`config.mk`:
```
export PLATFORM = sky130hd
export DESIGN_NAME = hex_command_frame_decoder_unit_flat
export DESIGN_NICKNAME = d
export VERILOG_FILES = /design/src/rtl/hcfd_pkg.sv /design/src/rtl/hcfd_rx_if.sv /design/src/rtl/hcfd_res_if.sv /design/src/rtl/hex_command_frame_decoder_unit.sv /design/src/flat_wrapper.sv
export SDC_FILE = /design/constraint.sdc
export NUM_CORES = 1
export LEC_CHECK = 0
export BUFFER_PORTS_ARGS = -buffer_cell sky130_fd_sc_hd__buf_4
export CAP_MARGIN = 5
export CORE_ASPECT_RATIO = 1.5
export CORE_MARGIN = 2
export CORE_UTILIZATION = 40
export CTS_CLUSTER_DIAMETER = 100
export DETAILED_ROUTE_END_ITERATION = 8
export GPL_ROUTABILITY_DRIVEN = 0
export PLACE_DENSITY = 0.69
export SLEW_MARGIN = 0
export SYNTH_ARGS = -nofsm -noshare
export SYNTH_HDL_FRONTEND = slang
export SYNTH_SLANG_ARGS = --single-unit
export TNS_END_PERCENT = 5
```
`constraint.sdc`:
```
create_clock -name clk -period 5.5 [get_ports clk]
set_input_delay 0 -clock clk [delete_from_list [all_inputs] [get_ports clk]]
set_output_delay 0 -clock clk [all_outputs]
set_load 0.05 [all_outputs]
```
`src/rtl/hcfd_pkg.sv`:
```
// hcfd_pkg: shared types, character codes and helpers for the hex command frame decoder
// no dependencies; used by the interfaces and the top level

package hcfd_pkg;

    localparam int unsigned BYTE_W   = 8;
    localparam int unsigned POS_W    = 3;
    localparam int unsigned STORE_N  = 4;
    localparam int unsigned STORE_AW = 2;

    localparam logic [BYTE_W-1:0] CH_OPEN  = 8'h3C; // '<'
    localparam logic [BYTE_W-1:0] CH_CLOSE = 8'h3E; // '>'
    localparam logic [BYTE_W-1:0] CH_0     = 8'h30;
    localparam logic [BYTE_W-1:0] CH_1     = 8'h31;
    localparam logic [BYTE_W-1:0] CH_2     = 8'h32;
    localparam logic [BYTE_W-1:0] CH_3     = 8'h33;
    localparam logic [BYTE_W-1:0] CH_9     = 8'h39;
    localparam logic [BYTE_W-1:0] CH_A     = 8'h41;
    localparam logic [BYTE_W-1:0] CH_F     = 8'h46;

    localparam logic [BYTE_W-1:0] LIMIT_TOP   = 8'd100;
    localparam logic [BYTE_W-1:0] LIMIT_CLAMP = 8'd99;

    localparam logic [POS_W-1:0] POS_FIRST = 3'd1;
    localparam logic [POS_W-1:0] POS_LAST  = 3'd5;

    localparam int unsigned EN_TEMP   = 0;
    localparam int unsigned EN_LIGHT  = 1;
    localparam int unsigned EN_REPORT = 2;

    typedef enum logic [1:0] {
        KIND_ABSORB = 2'd0,
        KIND_PASS   = 2'd1,
        KIND_ACCEPT = 2'd2,
        KIND_REJECT = 2'd3
    } result_kind_t;

    typedef enum logic [2:0] {
        NOTICE_NONE       = 3'd0,
        NOTICE_TEMP_ON    = 3'd1,
        NOTICE_TEMP_OFF   = 3'd2,
        NOTICE_LIGHT_ON   = 3'd3,
        NOTICE_LIGHT_OFF  = 3'd4,
        NOTICE_REPORT_END = 3'd5
    } notice_t;

    // bit 4 set means not an uppercase hex digit
    function automatic logic [4:0] hex_digit(input logic [BYTE_W-1:0] c);
        logic [4:0] d;
        begin
            if (c >= CH_0 && c <= CH_9)
            begin
                d = {1'b0, 4'(c - CH_0)};
            end
            else if (c >= CH_A && c <= CH_F)
            begin
                d = {1'b0, 4'(c - CH_A + 8'd10)};
            end
            else
            begin
                d = 5'h10;
            end
            return d;
        end
    endfunction

    function automatic logic [BYTE_W-1:0] clamp_high(input logic [BYTE_W-1:0] v);
        begin
            return (v == LIMIT_TOP) ? LIMIT_CLAMP : v;
        end
    endfunction

endpackage

```
`src/rtl/hcfd_rx_if.sv`:
```
// hcfd_rx_if: request channel carrying one received byte
// depends on hcfd_pkg

interface hcfd_rx_if
    import hcfd_pkg::*;
();
    logic              valid;
    logic              ready;
    logic [BYTE_W-1:0] rx_byte;

    modport source (output valid, output rx_byte, input ready);
    modport sink   (input valid, input rx_byte, output ready);
endinterface

```
`src/rtl/hcfd_res_if.sv`:
```
// hcfd_res_if: request channel carrying one decoder result
// depends on hcfd_pkg

interface hcfd_res_if
    import hcfd_pkg::*;
();
    logic              valid;
    logic              ready;
    logic [1:0]        result_kind;
    logic [BYTE_W-1:0] passthrough_byte;
    logic [2:0]        notice;
    logic [BYTE_W-1:0] sample_period;
    logic [BYTE_W-1:0] temp_low_limit;
    logic [BYTE_W-1:0] temp_high_limit;
    logic [BYTE_W-1:0] light_low_limit;
    logic [BYTE_W-1:0] light_high_limit;
    logic              temp_alarm_on;
    logic              light_alarm_on;
    logic              value_report_on;

    modport source (
        output valid, input ready,
        output result_kind, output passthrough_byte, output notice,
        output sample_period, output temp_low_limit, output temp_high_limit,
        output light_low_limit, output light_high_limit,
        output temp_alarm_on, output light_alarm_on, output value_report_on
    );
    modport sink (
        input valid, output ready,
        input result_kind, input passthrough_byte, input notice,
        input sample_period, input temp_low_limit, input temp_high_limit,
        input light_low_limit, input light_high_limit,
        input temp_alarm_on, input light_alarm_on, input value_report_on
    );
endinterface

```
`src/rtl/hex_command_frame_decoder_unit.sv`:
```
// hex_command_frame_decoder_unit: top level of the serial command frame decoder
// depends on hcfd_pkg, hcfd_rx_if and hcfd_res_if

// Decodes a received byte stream, one byte per request on rx, one result per
// byte on res. Outside a frame, '<' opens a frame and other bytes come back as
// pass-through; the frame is '<', two command characters, two uppercase hex
// digits and '>'. A good frame is accepted and may update the period, limit
// or enable registers, whose current values ride along with every result.
// Each byte passes through the input register, then the result register; a
// byte can be taken every cycle, the only limit being the result register,
// which holds while res.ready is low.
module hex_command_frame_decoder_unit
    import hcfd_pkg::*;
(
    input  logic      clk,
    input  logic      rst_n,
    hcfd_rx_if.sink   rx,
    hcfd_res_if.source res
);

    logic              in_valid_reg;
    logic [BYTE_W-1:0] in_byte_reg;
    logic              out_valid_reg;
    logic              advance;

    logic              in_frame_reg, in_frame_next;
    logic [POS_W-1:0]  pos_reg, pos_next;
    logic [BYTE_W-1:0] frame_bytes_reg [STORE_N];
    logic              store_en;
    logic [STORE_AW-1:0] store_idx;

    logic [BYTE_W-1:0] period_reg, period_next;
    logic [BYTE_W-1:0] temp_low_reg, temp_low_next;
    logic [BYTE_W-1:0] temp_high_reg, temp_high_next;
    logic [BYTE_W-1:0] light_low_reg, light_low_next;
    logic [BYTE_W-1:0] light_high_reg, light_high_next;
    logic [2:0]        enable_reg, enable_next;

    result_kind_t      kind_reg, kind_next;
    notice_t           notice_reg, notice_next;
    logic [BYTE_W-1:0] pass_reg, pass_next;

    logic [4:0]        hi_dig, lo_dig;
    logic [BYTE_W-1:0] value;
    logic [BYTE_W-1:0] c1, c2, b;

    assign advance  = in_valid_reg && (!out_valid_reg || res.ready);
    assign rx.ready = !in_valid_reg || advance;

    assign b      = in_byte_reg;
    assign c1     = frame_bytes_reg[0];
    assign c2     = frame_bytes_reg[1];
    assign hi_dig = hex_digit(frame_bytes_reg[2]);
    assign lo_dig = hex_digit(frame_bytes_reg[3]);
    assign value  = {hi_dig[3:0], lo_dig[3:0]};
    assign store_idx = pos_reg[STORE_AW-1:0] - STORE_AW'(1);

    always_comb
    begin
        in_frame_next   = in_frame_reg;
        pos_next        = pos_reg;
        store_en        = 1'b0;
        period_next     = period_reg;
        temp_low_next   = temp_low_reg;
        temp_high_next  = temp_high_reg;
        light_low_next  = light_low_reg;
        light_high_next = light_high_reg;
        enable_next     = enable_reg;
        kind_next       = KIND_ABSORB;
        notice_next     = NOTICE_NONE;
        pass_next       = '0;

        if (!in_frame_reg)
        begin
            if (b == CH_OPEN)
            begin
                in_frame_next = 1'b1;
                pos_next      = POS_FIRST;
            end
            else
            begin
                kind_next = KIND_PASS;
                pass_next = b;
            end
        end
        else if (pos_reg >= POS_LAST || pos_reg == '0)
        begin
            in_frame_next = 1'b0;
            pos_next      = '0;
            if (b != CH_CLOSE || hi_dig[4] || lo_dig[4])
            begin
                kind_next = KIND_REJECT;
            end
            else
            begin
                kind_next = KIND_ACCEPT;
                if (c1 == CH_0 && c2 == CH_1)
                begin
                    period_next = value;
                end
                else if (c1 == CH_1 && c2 == CH_0)
                begin
                    if (value == 8'd0)
                    begin
                        enable_next[EN_TEMP] = 1'b1;
                        notice_next          = NOTICE_TEMP_ON;
                    end
                    else if (value == 8'd1)
                    begin
                        enable_next[EN_TEMP] = 1'b0;
                        notice_next          = NOTICE_TEMP_OFF;
                    end
                end
                else if (c1 == CH_1 && c2 == CH_1)
                begin
                    temp_low_next = value;
                end
                else if (c1 == CH_1 && c2 == CH_2)
                begin
                    temp_high_next = clamp_high(value);
                end
                else if (c1 == CH_2 && c2 == CH_0)
                begin
                    if (value == 8'd0)
                    begin
                        enable_next[EN_LIGHT] = 1'b1;
                        notice_next           = NOTICE_LIGHT_ON;
                    end
                    else if (value == 8'd1)
                    begin
                        enable_next[EN_LIGHT] = 1'b0;
                        notice_next           = NOTICE_LIGHT_OFF;
                    end
                end
                else if (c1 == CH_2 && c2 == CH_1)
                begin
                    light_low_next = value;
                end
                else if (c1 == CH_2 && c2 == CH_2)
                begin
                    light_high_next = clamp_high(value);
                end
                else if (c1 == CH_3 && c2 == CH_0)
                begin
                    if (value == 8'd0)
                    begin
                        enable_next[EN_REPORT] = 1'b1;
                    end
                    else if (value == 8'd1)
                    begin
                        enable_next[EN_REPORT] = 1'b0;
                        notice_next            = NOTICE_REPORT_END;
                    end
                end
            end
        end
        else
        begin
            store_en = 1'b1;
            pos_next = pos_reg + POS_W'(1);
        end
    end

    // control state
    always_ff @(posedge clk or negedge rst_n)
    begin
        if (!rst_n)
        begin
            in_valid_reg   <= 1'b0;
            out_valid_reg  <= 1'b0;
            in_frame_reg   <= 1'b0;
            pos_reg        <= '0;
            period_reg     <= '0;
            temp_low_reg   <= '0;
            temp_high_reg  <= '0;
            light_low_reg  <= '0;
            light_high_reg <= '0;
            enable_reg     <= '0;
        end
        else
        begin
            if (rx.ready)
            begin
                in_valid_reg <= rx.valid;
            end
            if (advance)
            begin
                out_valid_reg  <= 1'b1;
                in_frame_reg   <= in_frame_next;
                pos_reg        <= pos_next;
                period_reg     <= period_next;
                temp_low_reg   <= temp_low_next;
                temp_high_reg  <= temp_high_next;
                light_low_reg  <= light_low_next;
                light_high_reg <= light_high_next;
                enable_reg     <= enable_next;
            end
            else if (res.ready)
            begin
                out_valid_reg <= 1'b0;
            end
        end
    end

    // payload registers
    always_ff @(posedge clk)
    begin
        if (rx.ready && rx.valid)
        begin
            in_byte_reg <= rx.rx_byte;
        end
        if (advance)
        begin
            kind_reg   <= kind_next;
            notice_reg <= notice_next;
            pass_reg   <= pass_next;
            if (store_en)
            begin
                frame_bytes_reg[store_idx] <= b;
            end
        end
    end

    assign res.valid            = out_valid_reg;
    assign res.result_kind      = kind_reg;
    assign res.passthrough_byte = pass_reg;
    assign res.notice           = notice_reg;
    assign res.sample_period    = period_reg;
    assign res.temp_low_limit   = temp_low_reg;
    assign res.temp_high_limit  = temp_high_reg;
    assign res.light_low_limit  = light_low_reg;
    assign res.light_high_limit = light_high_reg;
    assign res.temp_alarm_on    = enable_reg[EN_TEMP];
    assign res.light_alarm_on   = enable_reg[EN_LIGHT];
    assign res.value_report_on  = enable_reg[EN_REPORT];

endmodule
```
`src/flat_wrapper.sv`:
```
// flat-port wrapper written by rule: the top's interface ports become plain ports
module hex_command_frame_decoder_unit_flat import hcfd_pkg::*;
  (clk, rst_n, rx_valid, rx_rx_byte, rx_ready, res_valid, res_ready, res_result_kind, res_passthrough_byte, res_notice, res_sample_period, res_temp_low_limit, res_temp_high_limit, res_light_low_limit, res_light_high_limit, res_temp_alarm_on, res_light_alarm_on, res_value_report_on);
  hcfd_rx_if rx_i ();
  hcfd_res_if res_i ();
  input  logic clk;
  input  logic rst_n;
  input wire logic [$bits(rx_i.valid)-1:0] rx_valid;
  input wire logic [$bits(rx_i.rx_byte)-1:0] rx_rx_byte;
  output wire logic [$bits(rx_i.ready)-1:0] rx_ready;
  output wire logic [$bits(res_i.valid)-1:0] res_valid;
  input wire logic [$bits(res_i.ready)-1:0] res_ready;
  output wire logic [$bits(res_i.result_kind)-1:0] res_result_kind;
  output wire logic [$bits(res_i.passthrough_byte)-1:0] res_passthrough_byte;
  output wire logic [$bits(res_i.notice)-1:0] res_notice;
  output wire logic [$bits(res_i.sample_period)-1:0] res_sample_period;
  output wire logic [$bits(res_i.temp_low_limit)-1:0] res_temp_low_limit;
  output wire logic [$bits(res_i.temp_high_limit)-1:0] res_temp_high_limit;
  output wire logic [$bits(res_i.light_low_limit)-1:0] res_light_low_limit;
  output wire logic [$bits(res_i.light_high_limit)-1:0] res_light_high_limit;
  output wire logic [$bits(res_i.temp_alarm_on)-1:0] res_temp_alarm_on;
  output wire logic [$bits(res_i.light_alarm_on)-1:0] res_light_alarm_on;
  output wire logic [$bits(res_i.value_report_on)-1:0] res_value_report_on;
  assign rx_i.valid = rx_valid;
  assign rx_i.rx_byte = rx_rx_byte;
  assign rx_ready = rx_i.ready;
  assign res_valid = res_i.valid;
  assign res_i.ready = res_ready;
  assign res_result_kind = res_i.result_kind;
  assign res_passthrough_byte = res_i.passthrough_byte;
  assign res_notice = res_i.notice;
  assign res_sample_period = res_i.sample_period;
  assign res_temp_low_limit = res_i.temp_low_limit;
  assign res_temp_high_limit = res_i.temp_high_limit;
  assign res_light_low_limit = res_i.light_low_limit;
  assign res_light_high_limit = res_i.light_high_limit;
  assign res_temp_alarm_on = res_i.temp_alarm_on;
  assign res_light_alarm_on = res_i.light_alarm_on;
  assign res_value_report_on = res_i.value_report_on;
  hex_command_frame_decoder_unit u_core (.clk(clk), .rst_n(rst_n), .rx(rx_i), .res(res_i));
endmodule
```
==> results.yml, run 1 <==
global_route:
  grt_pass1_wl_um: 15000
  grtUsageTotal: 0.159
  grt_pass1_vias: 3043
  antenna_found_initial: 0
  grt_max_degree: 50
  overflow: 0
cts:
  cts_sinks: 102
  clk_pin_slew_worst_paths_ns: 0.07
  clk_latency_ns: 0.35
  cts_max_level: 3
  cts_buffers: 9
  cts_tree: "built"
  clockRootBuffer: "clkbuf_16"
  cts_resized: 0
  clock_path_buffers: 2
route:
  dr_total_vias: 2966
  dr.first_iter.drc_count: 104
  ant_nets: 0
  vias_per_cell: 5.19
  drtPass1Iterations: 4
  drt-total-wl_um: 9420
  wl_per_cell_um: 16.5
  post-route-drc-count: 0
die:
  initial_core_util: 0.407
  die_x_um: 90.2
  die_h_um: 133
  core-area_mm2: 0.0109
  dieArea_mm2: 0.0120
  placementRows: 47
  ios: 70
timing:
  finalSetupViolations: 0
  finalCritPeriodShare: 0.599
  relSlewSlack: 0.344
  fmax_ghz: 0.303
  hold_viol: 0
  period_needed_ns: 3.30
  drv_slew: 0
  grt_setup_unrepaired: "no"
  setup_ws_ns: 2.20
  fin_skew_ns: 0.00813
  worstMarginPinSlew_ns: 0.980
  setup_tns_ns: 0
yosys:
  syn_area_mm2: 0.00446
  ys_warn_count: 0
  avgSynthCellArea_um2: 13.3
  synthArstFlopShare: 0.480
  ys_seq_area_frac: 0.632
  synth_top_area_cell: "edfxtp_1"
  synthFlopType: "edfxtp_1"
  synth_cell_types: 56
  yosysTopAreaCellShare: 0.357
  synth_area_leaders: "edfxtp_1, dfrtp_1, mux2_2"
  ys_seq_elements: 102
  synth_edf_count: 53
  synth_cells: 334
  synthesis.nets: 360
critical_path:
  reg2reg_depth: 8
  worst_setup_path_start_kind: "flip-flop"
  r2r-start: "u_core.frame_bytes_reg[3][1]"
  criticalPathCategory: "reg -> reg"
  r2r_slack_ns: 2.20
  cp_data_arrival_time_ns: 3.53
  startpoint: "u_core.frame_bytes_reg[3][1]"
  endpoint_kind: "flip-flop"
  cp_num_buf_inv: 1
  path_depth: 8
  r2r_end: "u_core.enable_reg[1]"
  slowest_stage: "or4b_4"
  cp_cell_sequence: "inv_1 > ha_1 > or3b_1 > and4_4 > o22ai_1 > or4b_4 > nor4b_1 > mux2_1"
  crit_required_ns: 5.73
  endpoint: "u_core.enable_reg[1]"
  cp_max_fo: 7
  worst_path_dominant_cell_family: "simple AND/OR/NAND/NOR gates"
  cpPeakStageDelay_ns: 0.56
place:
  io_buffers: 69
  dpl_worst_slack_ns: 2.24
  hpwlAfterDp_um: 6770
final_layout:
  diodes: 0
  multi_input_area_mm2: 0.00155
  fill_cells: 984
  largest_reg_flops: 32
  drive_gt1_frac: 0.275
  nNetsFinal: 446
  area_growth_pct: 24.6
  seq_area_mm2: 0.00282
outcome:
  outcome: "finished clean"
hold_path:
  hp-class: "in -> async"
pwr:
  p_leak_nw: 2.41
  ir_drop_v: 0.000170
  p_per_area_mw_per_mm2: 302
run:
  cap_violations: 0
[Yosys cell counts, drive strengths merged (2+ instances only)]
library cell	count
or3	2
a22o	3
o22a	2
nor2	23
o21ai	14
nor3	5
nand4bb	2
o21bai	2
inv	13
a21o	2
nor4bb	4
and4	2
ha	14
a21bo	2
or4b	2
nand2b	5
and3b	2
nand3b	2
nor3b	6
nor2b	12
mux2	24
nand4	9
nand2	24
nor4	2
a21oi	9
dfrtp	49
and2	10
edfxtp	53
clkbuf	5
buf	2
nand3	3
mux2i	4
o21a	2
o32ai	2
or3b	2
[what timing repair did]
action | CTS | global route
endpoints found under the setup margin | 0 | 0
endpoints found under the hold margin | 59 | 0
buffers inserted | 0 | 0
hold buffers | 12 | 0
[cells by family (layout without fill, tap and decap cells)]
logic type	count (synthesis)	after routing	synth area share
simple gates	121	121	0.160
flops	102	102	0.632
compound gates	48	48	0.0769
mux	28	28	0.0696
buf+inv	20	111	0.0202
fa+ha+maj	14	14	0.0393
xor+xnor	1	1	0.00197
[report_power, final]
| group | leakage [nW] | internal [mW] | switching, mW |
|---|---|---|---|
| clock network | 0.147 | 0.358 | 0.288 |
| registers | 1.15 | 0.841 | 0.0326 |
| logic | 1.11 | 0.0573 | 0.100 |
| total | 2.41 | 1.26 | 0.421 |
[layout make-up]
type / count / share of cell area
flip-flops and latches: 102 / 0.508
clock inverters: 7 / 0.0146
inverters: 13 / 0.00879
multi-input cells: 212 / 0.279
clock buffers: 9 / 0.0406
repair buffers: 82 / 0.116
well taps: 147 / 0.0331
[layer usage]
metal | share of wire | GRT usage | up-vias | wire [µm]
li1 | - | - | 1402 | -
met1 | 0.41 | 0.180 | 1462 | 3880
met2 | 0.52 | 0.284 | 83 | 4940
met3 | 0.041 | 0.0339 | 19 | 382
met4 | 0.023 | 0.0778 | 0 | 213
met5 | 0 | 0 | - | 0
[worst min-delay path by stage]
stage | slack, ns | from | cells past startpoint | to
4_1_cts | 0.24 | rst_n | 2 | u_core.res.temp_low_limit[6]
6_report | 0.21 | rst_n | 2 | u_core.res.temp_high_limit[7]
2_1_floorplan | -0.30 | rst_n | 0 | u_core.enable_reg[0]
5_1_grt | 0.26 | rst_n | 2 | u_core.res.temp_high_limit[7]
3_3_place_gp | 0.05 | rst_n | 1 | u_core.res.temp_low_limit[2]
3_5_place_dp | 0.06 | rst_n | 1 | u_core.res.temp_low_limit[6]
[layout by cell type (no fill, tap or decap), drive strengths merged, types with 2 or more instances in the layout]
master       Yosys  routed
a21bo            2       2
a21o             2       2
a21oi            9       9
a22o             3       3
and2            10      10
and3b            2       2
and4             2       2
buf              2      70
clkbuf           5       9
clkinv           0       3
dfrtp           49      49
dlygate4sd3      0      12
edfxtp          53      53
ha              14      14
inv             13      15
mux2            24      24
mux2i            4       4
nand2           24      24
nand2b           5       5
nand3            3       3
nand3b           2       2
nand4            9       9
nand4bb          2       2
nor2            23      23
nor2b           12      12
nor3             5       5
nor3b            6       6
nor4             2       2
nor4bb           4       4
o21a             2       2
o21ai           14      14
o21bai           2       2
o22a             2       2
o32ai            2       2
or3              2       2
or3b             2       2
or4b             2       2
[stage by stage]
step | hold WS [ns] | cell area (µm²) | power, mW | instances | utilization
after global routing | 0.262 | 5550 | 1.74 | 572 | 0.508
after detailed placement | 0.0650 | 5120 | 1.04 | 544 | 0.469
after global placement | 0.0523 | 5120 | 1.04 | 544 | 0.469
after floorplan | -0.296 | 4460 | 0.983 | 334 | -
after CTS | 0.235 | 5550 | 1.69 | 572 | 0.508
final | 0.206 | 5550 | 1.68 | 572 | 0.508
(Power assumes the default switching activity.)
==> run 2, diff against run 1 <==
- ABC_AREA: unset -> 1
- PLACE_DENSITY: 0.69 -> 0.68
- clock period: 5.5 -> 3.1 ns (I/O delays scaled with it)
==> results.yml, run 2 <==
outcome:
  outcome: "finished clean"
pwr:
  p_leak_nw: 2.74
  p_per_area_mw_per_mm2: 499
  ir_drop_v: 0.000325
timing:
  grt_setup_unrepaired: "no"
  worstMarginPinSlew_ns: 0.674
  finalSetupViolations: 0
  finalCritPeriodShare: 0.794
  drv_slew: 0
  period_needed_ns: 2.46
  setup_tns_ns: 0
  fin_skew_ns: 0.00880
  relSlewSlack: 0.548
  fmax_ghz: 0.406
  hold_viol: 0
global_route:
  grt_pass1_vias: 3655
  grtUsageTotal: 0.167
  grt_pass1_wl_um: 17400
  grt_max_degree: 50
  antenna_found_initial: 0
  overflow: 0
yosys:
  ys_warn_count: 0
  yosysTopAreaCellShare: 0.316
  synth_area_leaders: "edfxtp_1, dfrtp_1, nand2_1"
  synth_cell_types: 33
  synthFlopType: "edfxtp_1"
  yosysMostFrequentCell: "nand2_1"
  synth_top_area_cell: "edfxtp_1"
  avgSynthCellArea_um2: 10.2
  synthesis.nets: 519
  ys_seq_elements: 102
  ys_top_cells_by_count: "nand2_1, edfxtp_1, inv_1"
  synth_edf_count: 53
  synth_cells: 493
  ys_seq_area_frac: 0.559
  synthArstFlopShare: 0.480
  syn_area_mm2: 0.00504
place:
  hpwlAfterDp_um: 8070
  placed_area_mm2: 0.00569
  io_buffers: 69
final_layout:
  area_growth_pct: 20.7
  largest_reg_flops: 32
  fin_area_mm2: 0.00608
  diodes: 0
  drive_gt1_frac: 0.290
  nNetsFinal: 604
  layout_common_cells: "nand2_1, buf_4, inv_1, edfxtp_1, dfrtp_1"
  final_common_cell: "nand2_1"
die:
  placementRows: 50
  ios: 70
  initial_core_util: 0.407
  dieArea_mm2: 0.0135
  core-area_mm2: 0.0124
  die_h_um: 142
  die_x_um: 95.7
route:
  post-route-drc-count: 0
  drtPass1Iterations: 4
  wl_per_cell_um: 14.6
  dr.first_iter.drc_count: 201
  ant_nets: 0
  drt-total-wl_um: 10800
  vias_per_cell: 4.90
  dr_total_vias: 3622
cts:
  cts_setup_buffers: 0
  clk_pin_slew_worst_paths_ns: 0.06
  cts_max_level: 3
  cts_buffers: 9
  clock_path_buffers: 2
  clockRootBuffer: "clkbuf_16"
  cts_resized: 0
  clk_latency_ns: 0.34
  hold_buffers: 11
  cts_sinks: 102
  cts_tree: "built"
critical_path:
  endpoint_kind: "flip-flop"
  cp_data_arrival_time_ns: 2.44
  crit_required_ns: 3.07
  criticalPathCategory: "reg -> reg"
  worst_setup_path_start_kind: "flip-flop"
  cp_max_fo: 8
hold_path:
  hp-class: "in -> async"
run:
  cap_violations: 0
-- run 2: logic make-up after synthesis --
| logic type | count (synthesis) | share of synthesized area |
|---|---|---|
| compound gates | 56 | 0.0854 |
| xor+xnor | 3 | 0.00521 |
| fa+ha+maj | 14 | 0.0347 |
| buf+inv | 69 | 0.0608 |
| flops | 102 | 0.559 |
| simple gates | 249 | 0.255 |
-- run 2: per-stage QoR --
stage | utilization | hold WS [ns] | power, mW | std cells | setup slack [ns]
2_1_floorplan | - | -0.296 | 1.83 | 493 | 0.970
3_3_place_gp | 0.459 | 0.0557 | 1.95 | 712 | 0.768
3_5_place_dp | 0.459 | 0.0676 | 1.97 | 712 | 0.652
4_1_cts | 0.491 | 0.249 | 3.06 | 739 | 0.615
5_1_grt | 0.491 | 0.293 | 3.17 | 739 | 0.446
6_report | 0.491 | 0.228 | 3.04 | 739 | 0.637
-- run 2: layer usage --
layer | track usage | up-vias | part of all wire
met5 | 0 | - | 0
met4 | 0.0752 | 0 | 0.028
met3 | 0.0393 | 23 | 0.049
met2 | 0.295 | 111 | 0.53
met1 | 0.185 | 1703 | 0.40
li1 | - | 1785 | -
-- run 2: cell type report --
class	instances	area [µm²]
fill	1129	6300
sequential	102	2820
multi-input combinational	322	1920
timing repair buffer	81	636
inverter	62	234
clock buffer	11	233
tap	156	195
clock inverter	5	51.3
-- run 2: path summary, 6_finish.rpt --
kind	start	end	slack, ns	depth (start not counted)
max	u_core.pos_reg[0]	u_core.frame_bytes_reg[3][1]	0.64	5
min	rst_n	u_core.res.sample_period[6]	0.23	2
max reg2reg	u_core.pos_reg[0]	u_core.frame_bytes_reg[3][1]	0.64	5
min reg2reg	u_core.res.light_low_limit[4]	u_core.res.light_low_limit[4]	0.48	2
max in group asynchronous	rst_n	u_core.res.valid	2.43	2
min in group clk	rx_rx_byte[1]	u_core.b[1]	0.37	2
-- run 2: report_power, final --
group	switching, mW	internal, mW	leakage [nW]
registers	0.0583	1.50	1.16
clock network	0.462	0.621	0.137
logic	0.277	0.114	1.44
total	0.797	2.24	2.74
-- run 2: worst max-delay path, stage by stage, from the launching register on --
cell	delay (ns)
dfrtp_1	0.43
inv_1	0.11
ha_1	0.22
o21ai_1	0.54
nand2_1	0.25
nor2_1	0.54
==> run 3, diff against run 2 <==
- clock period: 3.1 -> 2.3 ns (I/O delays scaled with it)
==> results.yml, run 3 (synthesis results as in run 2) <==
critical_path:
  cp_common_cell: "o21ai_2"
  cpPeakStageDelay_ns: 0.50
  r2r-start: "u_core.frame_bytes_reg[3][0]"
  endpoint_kind: "flip-flop"
  slowest_stage: "edfxtp_1"
  r2r_end: "u_core.res.light_high_limit[5]"
  worst_path_dominant_cell_family: "simple AND/OR/NAND/NOR gates"
  cp_num_buf_inv: 1
  criticalPathCategory: "reg -> reg"
  r2r_slack_ns: 0.14
  cp_data_arrival_time_ns: 2.39
  worst_setup_path_start_kind: "flip-flop"
  crit_required_ns: 2.53
  reg2reg_depth: 11
  cp_cell_sequence: "inv_2 > ha_1 > nor2_2 > o21ai_2 > nand2_2 > nand2_4 > nand3_4 > nor2_8 > nand4_4 > nand2_1 > o21ai_2"
  cp_max_fo: 15
timing:
  finalSetupViolations: 0
  drv_slew: 0
  grt_setup_unrepaired: "yes"
  hold_viol: 0
  finalCritPeriodShare: 0.937
  fin_skew_ns: 0.00774
  period_needed_ns: 2.16
  fmax_ghz: 0.464
  relSlewSlack: 0.570
  worstMarginPinSlew_ns: 0.645
  setup_ws_ns: 0.145
route:
  vias_per_cell: 4.80
  ant_nets: 0
  dr_total_vias: 3660
  dr.first_iter.drc_count: 165
  drt-total-wl_um: 10600
  wl_per_cell_um: 13.9
  post-route-drc-count: 0
  drtPass1Iterations: 4
cts:
  cts_sinks: 102
  clk_latency_ns: 0.35
  clock_path_buffers: 2
  cts_buffers: 9
  cts_max_level: 3
  clk_pin_slew_worst_paths_ns: 0.07
  clockRootBuffer: "clkbuf_16"
  cts_tree: "built"
place:
  io_buffers: 69
  hpwlAfterDp_um: 8170
  dpl_worst_slack_ns: -0.0275
  placed_area_mm2: 0.00585
  dp_cells: 733
pwr:
  ir_drop_v: 0.000404
  p_sw_frac: 0.277
  p_seq_frac: 0.511
  p_per_area_mw_per_mm2: 646
  p_clk_frac: 0.351
  p_leak_nw: 2.86
  power_switching_mw: 1.13
  p_int_mw: 2.95
  finalPower_mw: 4.08
  pwr-share-comb: 0.138
global_route:
  grt_max_degree: 50
  overflow: 0
  grt_pass1_vias: 3620
  antenna_found_initial: 0
  grtUsageTotal: 0.168
  grt_pass1_wl_um: 17400
die:
  die_h_um: 142
  core-area_mm2: 0.0124
  ios: 70
  die_x_um: 95.7
  initial_core_util: 0.407
  placementRows: 50
  dieArea_mm2: 0.0135
final_layout:
  nNetsFinal: 627
  diodes: 0
  largest_reg_flops: 32
  final_core_util: 0.510
  fin_area_mm2: 0.00631
  drive_gt1_frac: 0.337
  stdcell_count: 762
  final_common_cell: "nand2_1"
  area_growth_pct: 25.2
  layout_common_cells: "nand2_1, buf_4, edfxtp_1"
outcome:
  outcome: "finished clean"
run:
  cap_violations: 0
hold_path:
  hp-class: "in -> async"
run 3: cell types whose count changed in the layout (fill, tap and decap cells not counted), moves of 3 or more:
cell,change
buf_4,+21
clkinv_4,+3
inv_1,-3
inv_6,+3
nor2_1,-5
nor2_2,+3
run 3: final cells by class:
cell class                      count  area (µm²)
Clock buffer                        9         225
Tap cell                          156         195
Sequential cell                   102        2820
Inverter                           62         236
Timing Repair Buffer              104         833
Multi-Input combinational cell    322        1950
Fill cell                        1098        6070
Clock inverter                      7        56.3
run 3: stage by stage:
stage,setup TNS [ns],hold slack (ns)
detailed placement,-0.0275,0.0677
CTS,0,0.240
global route,-0.248,0.289
global placement,-0.0172,0.0615
finish,0,0.204
floorplan,0,-0.296
run 3: layer usage:
| layer | up-vias | GRT usage | share of wire |
|---|---|---|---|
| li1 | 1837 | - | - |
| met1 | 1700 | 0.193 | 0.40 |
| met2 | 103 | 0.299 | 0.53 |
| met3 | 20 | 0.0297 | 0.043 |
| met4 | 0 | 0.0722 | 0.031 |
| met5 | - | 0 | 0 |
run 3: power by group through the flow:
stage	registers (mW)	logic (mW)	clock network, mW
after global routing	2.10	0.617	1.53
after floorplan	2.23	0.229	0
final	2.08	0.563	1.43
after detailed placement	2.12	0.543	0
after global placement	2.12	0.526	0
after CTS	2.09	0.562	1.46
run 3: how the worst max path moves through the flow:
stage | cells after the start | start | end | slack (ns)
after global routing | 11 | u_core.frame_bytes_reg[3][0] | u_core.res.light_high_limit[2] | -0.04
after CTS | 11 | u_core.frame_bytes_reg[3][0] | u_core.res.notice[2] | 0.04
after global placement | 11 | u_core.frame_bytes_reg[3][0] | u_core.res.notice[2] | -0.02
final | 11 | u_core.frame_bytes_reg[3][0] | u_core.res.light_high_limit[5] | 0.14
after floorplan | 5 | u_core.res.valid | u_core.frame_bytes_reg[1][0] | 0.17
after detailed placement | 11 | u_core.frame_bytes_reg[3][0] | u_core.res.notice[2] | -0.03
run 3: timing repair:
| item | CTS | global route |
|---|---|---|
| cloned | 0 | 0 |
| hold buffers | 11 | 0 |
| setup buffers | 0 | 2 |
| setup endpoints to repair | 2 | 63 |
| gates resized for setup | 2 | 11 |
| hold endpoints to repair | 59 | 0 |
